`config.mk`:
```
export PLATFORM = sky130hd
export DESIGN_NAME = decimal_amount_to_cents_parser
export DESIGN_NICKNAME = d
export VERILOG_FILES = /design/src/hw/rtl/dcp_pkg.sv /design/src/hw/rtl/dcp_fifo.sv /design/src/hw/rtl/dcp_front.sv /design/src/hw/rtl/dcp_back.sv /design/src/hw/rtl/decimal_amount_to_cents_parser.sv
export SDC_FILE = /design/constraint.sdc
export NUM_CORES = 1
export LEC_CHECK = 0
export ABC_AREA = 1
export BUFFER_PORTS_ARGS = -buffer_cell sky130_fd_sc_hd__buf_2
export CAP_MARGIN = 20
export CORE_ASPECT_RATIO = 0.7
export CORE_MARGIN = 2
export CORE_UTILIZATION = 45
export DETAILED_ROUTE_END_ITERATION = 8
export GPL_ROUTABILITY_DRIVEN = 0
export PLACE_DENSITY = 0.62
export SYNTH_ARGS = -nofsm -noshare
export SYNTH_HDL_FRONTEND = slang
export SYNTH_HIERARCHICAL = 1
export SYNTH_SLANG_ARGS = --single-unit
export TNS_END_PERCENT = 50
```
`constraint.sdc`:
```
create_clock -name i_clk -period 3.93 [get_ports i_clk]
set_clock_uncertainty 0.15 [all_clocks]
set_input_delay 0.393 -clock i_clk [delete_from_list [all_inputs] [get_ports i_clk]]
set_output_delay 0.393 -clock i_clk [all_outputs]
set_load 0.1 [all_outputs]
```
`src/hw/rtl/dcp_pkg.sv`:
```
`timescale 1ns / 1ps
`default_nettype none
// ----------------------------------------------------------------------------
// dcp_pkg: shared types and constants of the decimal amount parser
// Character codes, field widths, the classified character word and the
// status codes used by the front, the back and the top level.
// ----------------------------------------------------------------------------
package dcp_pkg;

    // field widths
    localparam int CHAR_W  = 8;
    localparam int WHOLE_W = 50;
    localparam int FRAC_W  = 7;
    localparam int CENTS_W = 57;
    localparam int ICNT_W  = 5;
    localparam int FCNT_W  = 2;
    localparam int STAT_W  = 3;

    // saturation points of the digit counters
    localparam logic [ICNT_W-1:0] ICNT_SAT = 5'd31;
    localparam logic [FCNT_W-1:0] FCNT_SAT = 2'd3;
    // number of fraction digits kept
    localparam logic [FCNT_W-1:0] FRAC_DIGITS = 2'd2;

    // character codes
    localparam logic [CHAR_W-1:0] CH_PLUS  = 8'h2B;
    localparam logic [CHAR_W-1:0] CH_MINUS = 8'h2D;
    localparam logic [CHAR_W-1:0] CH_DOT   = 8'h2E;
    localparam logic [CHAR_W-1:0] CH_ZERO  = 8'h30;
    localparam logic [CHAR_W-1:0] CH_NINE  = 8'h39;

    // queue depths
    localparam int MID_DEPTH = 4;
    localparam int OUT_DEPTH = 2;

    // result status codes
    typedef enum logic [STAT_W-1:0] {
        ST_OK        = 3'd0,
        ST_EMPTY     = 3'd1,
        ST_SIGNED    = 3'd2,
        ST_MALFORMED = 3'd3,
        ST_RANGE     = 3'd4,
        ST_TRAIL_DOT = 3'd5,
        ST_FRAC_LONG = 3'd6
    } t_status;

    // classified character word, front to back
    typedef struct packed {
        logic       has_char;
        logic       is_digit;
        logic [3:0] digit;
        logic       is_sign;
        logic       is_dot;
        logic       last;
    } t_cls;

    // result word, back to output queue
    typedef struct packed {
        logic [CENTS_W-1:0] cents;
        t_status            status;
    } t_result;

endpackage
`default_nettype wire

```
`src/hw/rtl/dcp_fifo.sv`:
```
`timescale 1ns / 1ps
`default_nettype none
// ----------------------------------------------------------------------------
// dcp_fifo: small synchronous queue
// Register-based first-in first-out buffer with full and empty flags; a push
// and a pop may happen in the same cycle.
// ----------------------------------------------------------------------------
module dcp_fifo #(
    parameter int WIDTH = 8,
    parameter int DEPTH = 4
) (
    input  wire logic             i_clk,
    input  wire logic             i_rst_n,
    input  wire logic             i_push,
    input  wire logic [WIDTH-1:0] i_data,
    output logic                  o_full,
    input  wire logic             i_pop,
    output logic [WIDTH-1:0]      o_data,
    output logic                  o_empty
);

    localparam int AW = (DEPTH > 1) ? $clog2(DEPTH) : 1;
    localparam int CW = $clog2(DEPTH + 1);

    logic [WIDTH-1:0] r_mem [DEPTH];
    logic [AW-1:0]    r_wr_ptr, n_wr_ptr;
    logic [AW-1:0]    r_rd_ptr, n_rd_ptr;
    logic [CW-1:0]    r_count, n_count;
    logic             w_do_push, w_do_pop;

    assign o_full    = (r_count == CW'(DEPTH));
    assign o_empty   = (r_count == '0);
    assign w_do_push = i_push && !o_full;
    assign w_do_pop  = i_pop && !o_empty;
    assign o_data    = r_mem[r_rd_ptr];

    // pointer and count update
    always_comb begin
        n_wr_ptr = r_wr_ptr;
        n_rd_ptr = r_rd_ptr;
        n_count  = r_count;
        if (w_do_push) begin
            n_wr_ptr = (r_wr_ptr == AW'(DEPTH - 1)) ? '0 : r_wr_ptr + AW'(1);
        end
        if (w_do_pop) begin
            n_rd_ptr = (r_rd_ptr == AW'(DEPTH - 1)) ? '0 : r_rd_ptr + AW'(1);
        end
        if (w_do_push && !w_do_pop) begin
            n_count = r_count + CW'(1);
        end else if (!w_do_push && w_do_pop) begin
            n_count = r_count - CW'(1);
        end
    end

    always_ff @(posedge i_clk) begin
        if (!i_rst_n) begin
            r_wr_ptr <= '0;
            r_rd_ptr <= '0;
            r_count  <= '0;
        end else begin
            r_wr_ptr <= n_wr_ptr;
            r_rd_ptr <= n_rd_ptr;
            r_count  <= n_count;
        end
    end

    // storage
    always_ff @(posedge i_clk) begin
        if (w_do_push) begin
            r_mem[r_wr_ptr] <= i_data;
        end
    end

endmodule
`default_nettype wire

```
`src/hw/rtl/dcp_front.sv`:
```
`timescale 1ns / 1ps
`default_nettype none
// ----------------------------------------------------------------------------
// dcp_front: character intake and classification
// Accepts one input word a cycle unless its held stage meets a full middle
// queue, sorts the character into digit, sign and dot classes and hands the
// classified word to the middle queue.
module dcp_front (
    input  wire logic                       i_clk,
    input  wire logic                       i_rst_n,
    input  wire logic                       i_push,
    input  wire logic [dcp_pkg::CHAR_W-1:0] i_char_code,
    input  wire logic                       i_no_char,
    input  wire logic                       i_last,
    output logic                            o_full,
    output logic                            o_cls_valid,
    output dcp_pkg::t_cls                   o_cls,
    input  wire logic                       i_cls_full
);

    logic          r_valid, n_valid;
    dcp_pkg::t_cls r_cls, n_cls;
    logic          w_take;

    // stage is held only while the queue cannot take it
    assign o_full      = r_valid && i_cls_full;
    assign w_take      = i_push && !o_full;
    assign o_cls_valid = r_valid;
    assign o_cls       = r_cls;

    // classify the incoming character
    always_comb begin
        n_cls.has_char = !i_no_char;
        n_cls.is_digit = (i_char_code >= dcp_pkg::CH_ZERO) &&
                         (i_char_code <= dcp_pkg::CH_NINE);
        n_cls.digit    = n_cls.is_digit ? i_char_code[3:0] : 4'd0;
        n_cls.is_sign  = (i_char_code == dcp_pkg::CH_PLUS) ||
                         (i_char_code == dcp_pkg::CH_MINUS);
        n_cls.is_dot   = (i_char_code == dcp_pkg::CH_DOT);
        n_cls.last     = i_last;
    end

    always_comb begin
        n_valid = r_valid;
        if (w_take) begin
            n_valid = 1'b1;
        end else if (r_valid && !i_cls_full) begin
            n_valid = 1'b0;
        end
    end

    always_ff @(posedge i_clk) begin
        if (!i_rst_n) begin
            r_valid <= 1'b0;
        end else begin
            r_valid <= n_valid;
        end
    end

    always_ff @(posedge i_clk) begin
        if (w_take) begin
            r_cls <= n_cls;
        end
    end

endmodule
`default_nettype wire

```
`src/hw/rtl/dcp_back.sv`:
```
`timescale 1ns / 1ps
`default_nettype none
// ----------------------------------------------------------------------------
// dcp_back: accumulation and result stage
// Takes classified words from the middle queue, updates digit counts, flags
// and accumulators, settles the status at the end of a string and forms the
// cents value in a finishing register stage.
// ----------------------------------------------------------------------------
module dcp_back #(
    parameter int MAX_INT_DIGITS = 15
) (
    input  wire logic          i_clk,
    input  wire logic          i_rst_n,
    input  wire logic          i_cls_valid,
    input  wire dcp_pkg::t_cls i_cls,
    output logic               o_cls_pop,
    output logic               o_res_valid,
    output dcp_pkg::t_result   o_res,
    input  wire logic          i_res_ready
);

    localparam logic [dcp_pkg::ICNT_W-1:0] MAX_CNT = dcp_pkg::ICNT_W'(MAX_INT_DIGITS);

    // per-string state
    logic                        r_at_first, n_at_first;
    logic                        r_sign, n_sign;
    logic [dcp_pkg::ICNT_W-1:0]  r_icnt, n_icnt;
    logic                        r_ibad, n_ibad;
    logic                        r_dot, n_dot;
    logic [dcp_pkg::FCNT_W-1:0]  r_fcnt, n_fcnt;
    logic                        r_fbad, n_fbad;
    logic [dcp_pkg::WHOLE_W-1:0] r_whole, n_whole;
    logic [dcp_pkg::FRAC_W-1:0]  r_frac, n_frac;

    // finishing stage
    logic                        r_fin_valid, n_fin_valid;
    dcp_pkg::t_status            r_fin_status, n_fin_status;
    logic [dcp_pkg::WHOLE_W-1:0] r_fin_whole;
    logic [dcp_pkg::FRAC_W-1:0]  r_fin_frac;
    logic                        r_fin_one;

    logic                        w_fin_free;
    logic                        w_take;
    logic                        w_end;
    logic [dcp_pkg::CENTS_W-1:0] w_w;
    logic [dcp_pkg::FRAC_W-1:0]  w_f;

    // a final word needs the finishing stage free
    assign w_fin_free = !r_fin_valid || i_res_ready;
    assign w_take     = i_cls_valid && (!i_cls.last || w_fin_free);
    assign w_end      = w_take && i_cls.last;
    assign o_cls_pop  = w_take;

    // character update
    always_comb begin
        n_at_first = r_at_first;
        n_sign     = r_sign;
        n_icnt     = r_icnt;
        n_ibad     = r_ibad;
        n_dot      = r_dot;
        n_fcnt     = r_fcnt;
        n_fbad     = r_fbad;
        n_whole    = r_whole;
        n_frac     = r_frac;
        if (w_take && i_cls.has_char) begin
            if (r_at_first && i_cls.is_sign) begin
                n_sign = 1'b1;
            end
            n_at_first = 1'b0;
            if (!r_dot) begin
                if (i_cls.is_dot) begin
                    n_dot = 1'b1;
                end else begin
                    if (i_cls.is_digit) begin
                        if (r_icnt < MAX_CNT) begin
                            n_whole = (r_whole << 3) + (r_whole << 1) +
                                      dcp_pkg::WHOLE_W'(i_cls.digit);
                        end
                    end else begin
                        n_ibad = 1'b1;
                    end
                    if (r_icnt < dcp_pkg::ICNT_SAT) begin
                        n_icnt = r_icnt + dcp_pkg::ICNT_W'(1);
                    end
                end
            end else begin
                if (i_cls.is_digit) begin
                    if (r_fcnt < dcp_pkg::FRAC_DIGITS) begin
                        n_frac = (r_frac << 3) + (r_frac << 1) +
                                 dcp_pkg::FRAC_W'(i_cls.digit);
                    end
                end else begin
                    n_fbad = 1'b1;
                end
                if (r_fcnt < dcp_pkg::FCNT_SAT) begin
                    n_fcnt = r_fcnt + dcp_pkg::FCNT_W'(1);
                end
            end
        end
    end

    // status by precedence, from the updated state
    always_comb begin
        if (n_at_first) begin
            n_fin_status = dcp_pkg::ST_EMPTY;
        end else if (n_sign) begin
            n_fin_status = dcp_pkg::ST_SIGNED;
        end else if (n_icnt == '0) begin
            n_fin_status = dcp_pkg::ST_MALFORMED;
        end else if (n_icnt > MAX_CNT) begin
            n_fin_status = dcp_pkg::ST_RANGE;
        end else if (n_ibad) begin
            n_fin_status = dcp_pkg::ST_MALFORMED;
        end else if (n_dot && (n_fcnt == '0)) begin
            n_fin_status = dcp_pkg::ST_TRAIL_DOT;
        end else if (n_dot && (n_fcnt > dcp_pkg::FRAC_DIGITS)) begin
            n_fin_status = dcp_pkg::ST_FRAC_LONG;
        end else if (n_dot && n_fbad) begin
            n_fin_status = dcp_pkg::ST_MALFORMED;
        end else begin
            n_fin_status = dcp_pkg::ST_OK;
        end
    end

    always_comb begin
        n_fin_valid = r_fin_valid;
        if (w_end) begin
            n_fin_valid = 1'b1;
        end else if (i_res_ready) begin
            n_fin_valid = 1'b0;
        end
    end

    // per-string state registers, cleared at end of string
    always_ff @(posedge i_clk) begin
        if (!i_rst_n || w_end) begin
            r_at_first <= 1'b1;
            r_sign     <= 1'b0;
            r_icnt     <= '0;
            r_ibad     <= 1'b0;
            r_dot      <= 1'b0;
            r_fcnt     <= '0;
            r_fbad     <= 1'b0;
            r_whole    <= '0;
            r_frac     <= '0;
        end else begin
            r_at_first <= n_at_first;
            r_sign     <= n_sign;
            r_icnt     <= n_icnt;
            r_ibad     <= n_ibad;
            r_dot      <= n_dot;
            r_fcnt     <= n_fcnt;
            r_fbad     <= n_fbad;
            r_whole    <= n_whole;
            r_frac     <= n_frac;
        end
    end

    always_ff @(posedge i_clk) begin
        if (!i_rst_n) begin
            r_fin_valid <= 1'b0;
        end else begin
            r_fin_valid <= n_fin_valid;
        end
    end

    always_ff @(posedge i_clk) begin
        if (w_end) begin
            r_fin_status <= n_fin_status;
            r_fin_whole  <= n_whole;
            r_fin_frac   <= n_frac;
            r_fin_one    <= (n_fcnt == dcp_pkg::FCNT_W'(1));
        end
    end

    // cents = whole * 100 + fraction, a lone tenths digit scaled by ten
    assign w_w = dcp_pkg::CENTS_W'(r_fin_whole);
    assign w_f = r_fin_one ? ((r_fin_frac << 3) + (r_fin_frac << 1)) : r_fin_frac;

    always_comb begin
        o_res.status = r_fin_status;
        if (r_fin_status == dcp_pkg::ST_OK) begin
            o_res.cents = (w_w << 6) + (w_w << 5) + (w_w << 2) +
                          dcp_pkg::CENTS_W'(w_f);
        end else begin
            o_res.cents = '0;
        end
    end

    assign o_res_valid = r_fin_valid;

endmodule
`default_nettype wire

```
`src/hw/rtl/decimal_amount_to_cents_parser.sv`:
```
`timescale 1ns / 1ps
`default_nettype none
// ----------------------------------------------------------------------------
// decimal_amount_to_cents_parser: decimal amount string to cents
// Top level: front classifier, middle queue, accumulating back end and
// output queue.
// ----------------------------------------------------------------------------
// The block takes one character word per cycle while full is low, through a
// push/full queue port, and gives one result word (cents and status) on the
// word marked last, through an empty/pop queue port. A result passes the front
// register, the middle queue and the finishing register to the output queue.
// The rate is set by the back end's multiply-by-ten accumulate, which takes one
// word a cycle but holds a last word until the finishing stage is free; a
// four-entry middle queue lets the front keep accepting while the back end waits
// for room in the two-entry output queue. Cents is zero whenever status is not ok.
module decimal_amount_to_cents_parser #(
    parameter int MAX_INT_DIGITS = 15
) (
    input  wire logic                        i_clk,
    input  wire logic                        i_rst_n,
    input  wire logic                        push,
    output logic                             full,
    input  wire logic [dcp_pkg::CHAR_W-1:0]  i_char_code,
    input  wire logic                        i_no_char,
    input  wire logic                        i_last,
    output logic                             empty,
    input  wire logic                        pop,
    output logic [dcp_pkg::CENTS_W-1:0]      o_cents,
    output logic [dcp_pkg::STAT_W-1:0]       o_status
);

    logic             w_cls_valid;
    dcp_pkg::t_cls    w_cls;
    logic             w_mid_full;
    logic             w_mid_empty;
    dcp_pkg::t_cls    w_mid_cls;
    logic             w_mid_pop;
    logic             w_res_valid;
    dcp_pkg::t_result w_res;
    logic             w_out_full;
    dcp_pkg::t_result w_out_res;

    // front: intake and classification
    dcp_front u_front (
        .i_clk       (i_clk),
        .i_rst_n     (i_rst_n),
        .i_push      (push),
        .i_char_code (i_char_code),
        .i_no_char   (i_no_char),
        .i_last      (i_last),
        .o_full      (full),
        .o_cls_valid (w_cls_valid),
        .o_cls       (w_cls),
        .i_cls_full  (w_mid_full)
    );

    // middle queue
    dcp_fifo #(
        .WIDTH ($bits(dcp_pkg::t_cls)),
        .DEPTH (dcp_pkg::MID_DEPTH)
    ) u_mid_fifo (
        .i_clk   (i_clk),
        .i_rst_n (i_rst_n),
        .i_push  (w_cls_valid),
        .i_data  (w_cls),
        .o_full  (w_mid_full),
        .i_pop   (w_mid_pop),
        .o_data  (w_mid_cls),
        .o_empty (w_mid_empty)
    );

    // back: accumulate and finish
    dcp_back #(
        .MAX_INT_DIGITS (MAX_INT_DIGITS)
    ) u_back (
        .i_clk       (i_clk),
        .i_rst_n     (i_rst_n),
        .i_cls_valid (!w_mid_empty),
        .i_cls       (w_mid_cls),
        .o_cls_pop   (w_mid_pop),
        .o_res_valid (w_res_valid),
        .o_res       (w_res),
        .i_res_ready (!w_out_full)
    );

    // output queue
    dcp_fifo #(
        .WIDTH ($bits(dcp_pkg::t_result)),
        .DEPTH (dcp_pkg::OUT_DEPTH)
    ) u_out_fifo (
        .i_clk   (i_clk),
        .i_rst_n (i_rst_n),
        .i_push  (w_res_valid),
        .i_data  (w_res),
        .o_full  (w_out_full),
        .i_pop   (pop),
        .o_data  (w_out_res),
        .o_empty (empty)
    );

    assign o_cents  = w_out_res.cents;
    assign o_status = w_out_res.status;

`ifndef SYNTHESIS
    // an error result never carries an amount
    a_err_zero: assert property (@(posedge i_clk) disable iff (!i_rst_n)
        (!empty && (o_status != dcp_pkg::ST_OK)) |-> (o_cents == '0))
        else $error("error result with nonzero cents");

    // a finished result pushed into the output queue shows up there
    a_res_lands: assert property (@(posedge i_clk) disable iff (!i_rst_n)
        (w_res_valid && !w_out_full) |=> !empty)
        else $error("result lost on the way to the output queue");

    // input stalls only while the front stage holds a word
    a_full_held: assert property (@(posedge i_clk) disable iff (!i_rst_n)
        full |-> (w_cls_valid && w_mid_full))
        else $error("input stalled with front stage free");
`endif

endmodule
`default_nettype wire

```
-- Word-level counts from Yosys, hierarchy flattened
Memories as Yosys holds them, arrays and structs flattened. A register that Yosys moved wholly into a read port is not among the register bits.
Cells that the tools add are included.
- register bits after elaboration: 152
- memories: 2
- bits in writable memories: 156
- word-level logic and storage cells: 167
- memory list (memory ; words ; width ; rd ports ; clocked after Yosys merged registers in ; wr ports ; line ; RTL):
    u_out_fifo.r_mem ; 2 ; 60 ; 1 ; 1 ; 1 ; dcp_fifo.sv:25 ; logic [WIDTH-1:0] r_mem [DEPTH];
    u_mid_fifo.r_mem ; 4 ; 9 ; 1 ; 1 ; 1 ; dcp_fifo.sv:25 ;
- $add $sub $neg: 18
- muxes and demuxes: 58
- reductions and logical operators: 44
- order comparisons: 8
- eq/ne operators: 9
- operators with widths (operator ; number):
    two-way mux 50 bit ; 5
    adder 56 x 55 -> 57 bit ; 1
    adder 57 x 52 -> 57 bit ; 1
    adder 57 x 7 -> 57 bit ; 1
    two-way mux 57 bit ; 1
    adder 50 x 4 -> 50 bit ; 1
    adder 50 bit ; 1
    two-way mux 7 bit ; 5
    two-way mux 1 bit ; 25
    == test 8 x 6 -> 1 bit, second input constant ; 3
    two-way mux 2 bit ; 12
    two-way mux 5 bit ; 4
    logical AND 1 bit ; 18
    two-way mux 3 bit ; 6
    adder 7 bit ; 2
    zero test 1 bit ; 13
    adder 2 x 1 -> 2 bit, second input constant ; 4
    greater-or-equal comparator 8 x 6 -> 1 bit, second input constant ; 1
    <= comparator 8 x 6 -> 1 bit, second input constant ; 1
    adder 7 x 4 -> 7 bit ; 1
    == test 2 bit, second input constant ; 3
    zero test 3 bit ; 2
    nonzero test 2 bit ; 3
    adder 5 x 1 -> 5 bit, second input constant ; 1
    16 further kinds ; 22

-- Depth between registers and ports, before layout
Gate-level depths: netlist (run 1).
- word-level depth: 15
- gate-level depth with buffers: 22
- gate-level depth less buffers: 22

-- Modules after synthesis
The synthesis (run 1) kept the hierarchy.
- modules (own cells, without submodules) (module ; times used ; seq. area each (sq um) ; cells an instance ; area each (sq um)):
    dcp_back ; 1 ; 3233.1 ; 2428 ; 15723.8
    dcp_fifo (u_out_fifo) ; 1 ; 3703.6 ; 225 ; 4880.9
    dcp_fifo (u_mid_fifo) ; 1 ; 1261.2 ; 158 ; 1944.4
    dcp_front ; 1 ; 290.3 ; 41 ; 444.2
    decimal_amount_to_cents_parser ; 1 ; 0.0 ; 2 ; 7.5

-- Least setup slack after synthesis (run 1)
No wires, ideal clock.
- path type: register to register
- start: register u_back/r_fin_frac[0] (netlist name)
- end: memory u_out_fifo/r_mem[0][31] (netlist name), data pin
- arrival: 3.466 ns
- cell stages (with the launch flop): 21
- required time: 3.516 ns
- library setup time: 0.264 ns
- setup slack: 0.051 ns
- cell sequence: edfxtp_1 ha_1 fa_1 xor2_1 mux2i_1 fa_1 inv_1 ha_1 fa_1 nand2_1 nand2_1 o21ai_1 inv_1 nand2_1 nand2_1 nand3_1 nand2_1 nand2_1 nand2_1 o21ai_0 a21oi_1
- RTL lines (what ; line ; RTL):
    start, declared ; dcp_back.sv:39 ; logic [dcp_pkg::FRAC_W-1:0] r_fin_frac;
    start signal, assigned ; dcp_back.sv:171 ; r_fin_frac <= n_frac;
    end, declared ; dcp_fifo.sv:25 ;

==> results of run 1 <==
==> timing repair <==
action	CTS	global route
hold buffers	3	0
endpoints found under the hold margin	3	0
gates resized for setup	16	105
endpoints found under the setup margin	87	109
pin swaps	8	32
buffers inserted	0	3
==> logic make-up after synthesis <==
logic type | synth area share (%)
fa+ha+maj | 16.9
xor+xnor | 1.07
buf+inv | 8.75
simple gates | 24.0
compound gates | 8.37
flops | 36.9
mux | 3.96
==> path summary, 6_finish.rpt <==
kind	cells after the start	startpoint	end
setup / recovery	20	u_back/r_fin_frac[0]	u_out_fifo/r_mem[1][57]
hold / removal	3	i_char_code[0]	u_front/o_cls[3]
setup reg to reg	20	u_back/r_fin_frac[0]	u_out_fifo/r_mem[1][57]
hold reg to reg	1	u_back/r_fcnt[0]	u_back/r_fcnt[0]
==> worst max-delay path, stage by stage (launching register included) <==
cell and delay (ns):
edfxtp_1 0.39, ha_2 0.22, fa_2 0.33, xor2_1 0.13, mux2i_1 0.10, fa_2 0.35, fa_1 0.50, inv_2 0.05
ha_4 0.30, nand2_2 0.08, nand2_2 0.08, o21ai_4 0.08, o21ai_4 0.22, nand2_2 0.10, nand2_4 0.10, nand2_2 0.05
nand2_2 0.10, nand2_2 0.07, nand3_1 0.12, nand2_1 0.07, nor2_2 0.14
==> metrics by stage <==
step	instance area, µm²	cells	util, %
2_1_floorplan	23000	2854	-
3_3_place_gp	24600	3654	48.6
3_5_place_dp	24600	3654	48.6
4_1_cts	25700	3714	50.8
5_1_grt	26100	3717	51.5
6_report	26100	3717	51.5
==> area by class of cell <==
| type | instances | area [µm²] | area share, % |
|---|---|---|---|
| clock inverter | 19 | 160 | 0.614 |
| multi-input combinational | 2053 | 12900 | 49.6 |
| sequential | 311 | 8500 | 32.6 |
| tap | 674 | 843 | 3.24 |
| inverter | 458 | 1730 | 6.64 |
| timing repair buffer | 164 | 1080 | 4.16 |
| clock buffer | 38 | 812 | 3.12 |
==> synth_stat cells, drive strengths merged <==
master | instances | area, µm²
nand2 | 734 | 2770
inv | 457 | 1720
nor2 | 371 | 1450
edfxtp | 226 | 6790
ha | 223 | 2790
a21oi | 160 | 805
nand3 | 130 | 656
o21ai | 130 | 673
dfxtp | 85 | 1700
mux2 | 60 | 901
fa | 55 | 1100
nand4 | 35 | 234
or2 | 34 | 213
nor3 | 24 | 120
o21bai | 22 | 165
xor2 | 18 | 158
buf | 16 | 221
clkbuf | 16 | 60.1
xnor2 | 10 | 87.6
o22ai | 9 | 113
a21boi | 7 | 52.6
nor4 | 7 | 43.8
o21a | 6 | 45.0
a21o | 5 | 37.5
nand3b | 4 | 30.0
a31oi | 3 | 18.8
and2 | 3 | 18.8
a211oi | 2 | 15.0
clkinv | 1 | 8.76
mux2i | 1 | 10.0
==> flip-flops by register name (all words and copies together) (netlist names), named ones only <==
signal               cells
u_mid_fifo/r_count       3
u_mid_fifo/r_rd_ptr      2
u_back/r_fin_one         1
u_back/r_dot             1
u_mid_fifo/r_wr_ptr      2
u_out_fifo/r_count       2
u_mid_fifo/r_mem        36
u_out_fifo/r_rd_ptr      1
u_back/r_fin_status      3
u_back/r_whole          50
u_back/r_icnt            5
u_back/r_sign            1
u_front/o_cls_valid      1
u_back/r_fin_whole      50
u_out_fifo/r_wr_ptr      1
u_back/o_res_valid       1
u_back/r_ibad            1
u_back/r_fcnt            2
u_back/r_at_first        1
u_back/r_frac            7
u_out_fifo/r_mem       120
u_back/r_fbad            1
u_back/r_fin_frac        7
u_front/o_cls            9
==> layer usage <==
| metal | vias to the layer above | wire length (µm) |
|---|---|---|
| met5 | - | 0 |
| met4 | 0 | 1150 |
| met3 | 89 | 5580 |
| met2 | 775 | 24200 |
| met1 | 9003 | 31500 |
| li1 | 9617 | - |
==> qor.yml, run 1 <==
gr-usage-met3_pct: 3.93
critPathKind: "reg2reg"
grt_pass1_vias: 18300
drv_slew: 0
first_pass_iters: 5
yosys_warnings: 6
finalWirelength_um: 62400
fill_cells: 4771
syn_nets: 3146
io_pins: 76
clock_latency_ns: 0.57
root_buffer: "clkbuf_16"
hold_ws_ns: 0.0416
hpwl_um: 50000
max-cap-violations: 0
cts_tree: "done"
run_status: "complete, no violations"
critPathLaunchType: "flop"
fin_crit_ns: 3.88
cts.sinks: 311
grt_util_met1_pct: 37.2
grt_max_degree: 62
vias: 19500
synthToLayoutAreaGrowth_pct: 13.3
cts_buffers: 31
antenna_found_initial: 0
wl_per_cell_um: 16.8
layout_common_cells: "701 x nand2_1, 448 x inv_1, 337 x nor2_1, 226 x edfxtp_1, 217 x ha_1"
htree_levels: 1
layout.nets: 3311
max_slew_margin_pct: 37.0
coreArea_um2: 50600
fin_tns_setup_ns: 0
drtIter0Drc: 2022
gr-total-overflow: 0
layout_setup_ws_ns: 0.0529
ys_types: 43
insertedDiodeCount: 0
cp.arrival_ns: 4.15
postSynthCellCount: 2854
initial_utilization_pct: 45.5
drive_gt1_share_pct: 14.6
die-height_um: 193
rows: 69
finalSetupViolations: 0
grt_usage_pct: 23.4
finalCritPeriodShare_pct: 98.7
final_common_cell: "nand2_1"
endpoint_kind: "flop"
ctsLongestPathBuffers: 3
route.detailed.drc: 0
met2_usage_pct: 33.1
r2r_setup_slack_ns: 0.05
die_x_um: 274
yosysSeqAreaShare_pct: 36.9
cp_max_fo: 4
finalHoldViolCount: 0
numPortBuffers: 75
synth-seq-cells: 311
max_freq_ghz: 0.258
ant_nets: 0
dpl_worst_slack_ns: -0.264
syn-cell-area_um2: 23000
cts.clk_slew.worst_paths_ns: 0.06
required_ns: 4.20
routed_via_density: 5.24
busiest_layer: "met1"
rsz0062_at_grt: "yes"
dieArea_um2: 53000
grt_first_pass_wirelength_um: 98100
avgSynthCellArea_um2: 8.06
min_path_type: "in2reg"
worst_slew_pin_slew_ns: 0.941
Power of run 1 is left out: the tool's default activity adds up to more than one toggle a clock period on the data nets, which glitch-free logic cannot reach.
==> inputs of run 2 (changes only) <==
--- a/config.mk
+++ b/config.mk
@@ -13,7 +13,7 @@
 export CORE_UTILIZATION = 45
 export DETAILED_ROUTE_END_ITERATION = 8
 export GPL_ROUTABILITY_DRIVEN = 0
-export PLACE_DENSITY = 0.62
+export PLACE_DENSITY_LB_ADDON = 0.25
 export SYNTH_ARGS = -nofsm -noshare
 export SYNTH_HDL_FRONTEND = slang
 export SYNTH_HIERARCHICAL = 1
==> qor.yml, run 2 (synthesis gave the netlist of run 1 again) <==
run_status: "complete, but fails checks"
violations: "negative setup slack"
reg.largest.list: "u_out_fifo/r_mem x120, u_back/r_fin_whole x50, u_back/r_whole x50"
hold_ws_ns: 0.0380
dieArea_um2: 53000
cp.arrival_ns: 4.28
critPathMaxStageDelay_ns: 0.58
fin_cells: 3715
wl_per_cell_um: 16.7
min_path_type: "in2reg"
grt_first_pass_wirelength_um: 97600
numPortBuffers: 75
clock_latency_ns: 0.58
io_pins: 76
cp_cell_sequence: "ha_2 > fa_2 > xor2_1 > mux2i_1 > fa_2 > fa_2 > inv_2 > ha_4 > buf_4 > nand3_1 > nand3_2 > a21oi_2 > o21bai_1 > buf_4 > nand2_2 > nand3_2 > nor2_2 > nor2_2"
finalWirelength_um: 62200
grt_usage_pct: 23.2
gr-total-overflow: 0
cp_max_fo: 4
worst_slew_pin_slew_ns: 0.949
layout_common_cells: "695 x nand2_1, 446 x inv_1, 327 x nor2_1, 226 x edfxtp_1, 219 x ha_1"
finalSetupViolations: 74
first_pass_iters: 6
drtIter0Drc: 1795
initial_utilization_pct: 45.5
slowest_stage: "fa_2"
rows: 69
die-height_um: 193
insertedDiodeCount: 0
met1_length_um: 30700
wl_met2_um: 24200
drv_slew: 0
synthToLayoutAreaGrowth_pct: 14.4
fin_tns_setup_ns: -5.39
cts_buffers: 31
cts.sinks: 311
top_layer: "met4"
finalHoldViolCount: 0
critPathKind: "reg2reg"
die_x_um: 274
met3WireLength_um: 5840
placed_cell_area_um2: 24600
max_slew_margin_pct: 36.5
place_inst: 3645
drive_gt1_share_pct: 15.7
ctsLongestPathBuffers: 3
hpwl_um: 49200
critPathLaunchType: "flop"
required_ns: 4.12
endpoint_kind: "flop"
rsz0062_at_grt: "yes"
fin_crit_ns: 4.09
final_common_cell: "nand2_1"
timing.critical_path.mode_cell: "fa_2"
htree_levels: 1
grt_max_degree: 76
ant_nets: 0
layout.nets: 3308
finalInstanceArea_um2: 26300
path_buf_inv: 3
finalCritPeriodShare_pct: 104
max-cap-violations: 0
max_flop_register: "u_out_fifo/r_mem"
cp_top_family: "adder cells"
cts.clk_slew.worst_paths_ns: 0.06
routed_via_density: 5.28
root_buffer: "clkbuf_16"
max_freq_ghz: 0.244
vias: 19600
grt_pass1_vias: 18500
coreArea_um2: 50600
largest_reg_flops: 120
antenna_found_initial: 0
route.detailed.drc: 0
layout_setup_ws_ns: -0.161
cts_tree: "done"
## run 2: routing by layer
layer  track usage (%)  up-vias
met5                 0        -
met2              32.8      796
met1              36.5     9110
met3              4.28       98
met4              4.77        0
li1                  -     9604
## run 2: worst reg2reg max path: stages, from the launching register on
cell	delay [ns]
edfxtp_1	0.41
ha_2	0.23
fa_2	0.36
xor2_1	0.16
mux2i_1	0.13
fa_2	0.42
fa_2	0.58
inv_2	0.05
ha_4	0.23
buf_4	0.14
nand3_1	0.08
nand3_2	0.11
a21oi_2	0.18
o21bai_1	0.08
buf_4	0.16
nand2_2	0.06
nand3_2	0.11
nor2_2	0.14
nor2_2	0.06
## run 2: metrics by stage
stage / util [%] / setup WS, ns
final: 52.0 / -0.161
after floorplan: - / 0.0505
after CTS: 50.9 / 0.00406
after global placement: 48.6 / -0.184
after global routing: 52.0 / -0.294
after detailed placement: 48.6 / -0.364
## run 2: repair_timing
action                                 4_1_cts  5_1_grt
pin swaps                                    7       48
hold buffers                                 3        0
endpoints found under the hold margin        3        0
setup endpoints to repair                   96      129
resized for setup                           28      140
buffers inserted                             4        7
## run 2: worst paths after layout
kind / slack (ns) / endpoint / start / cells past startpoint
max: -0.16 / u_out_fifo/r_mem[0][54] / u_back/r_fin_frac[2] / 18
min: 0.04 / u_front/o_cls[3] / i_char_code[0] / 3
max reg2reg: -0.16 / u_out_fifo/r_mem[0][54] / u_back/r_fin_frac[2] / 18
min reg2reg: 0.34 / u_back/r_fcnt[0] / u_back/r_fcnt[0] / 1
## run 2: layout make-up
cell class	count	area, µm²
multi-input cells	2053	13100
clock buffers	40	882
repair buffers	161	1120
inverters	458	1730
flip-flops and latches	311	8500
clock inverters	18	144
fillers	4784	24300
well taps	674	843
Power of run 2 is left out for the same reason.
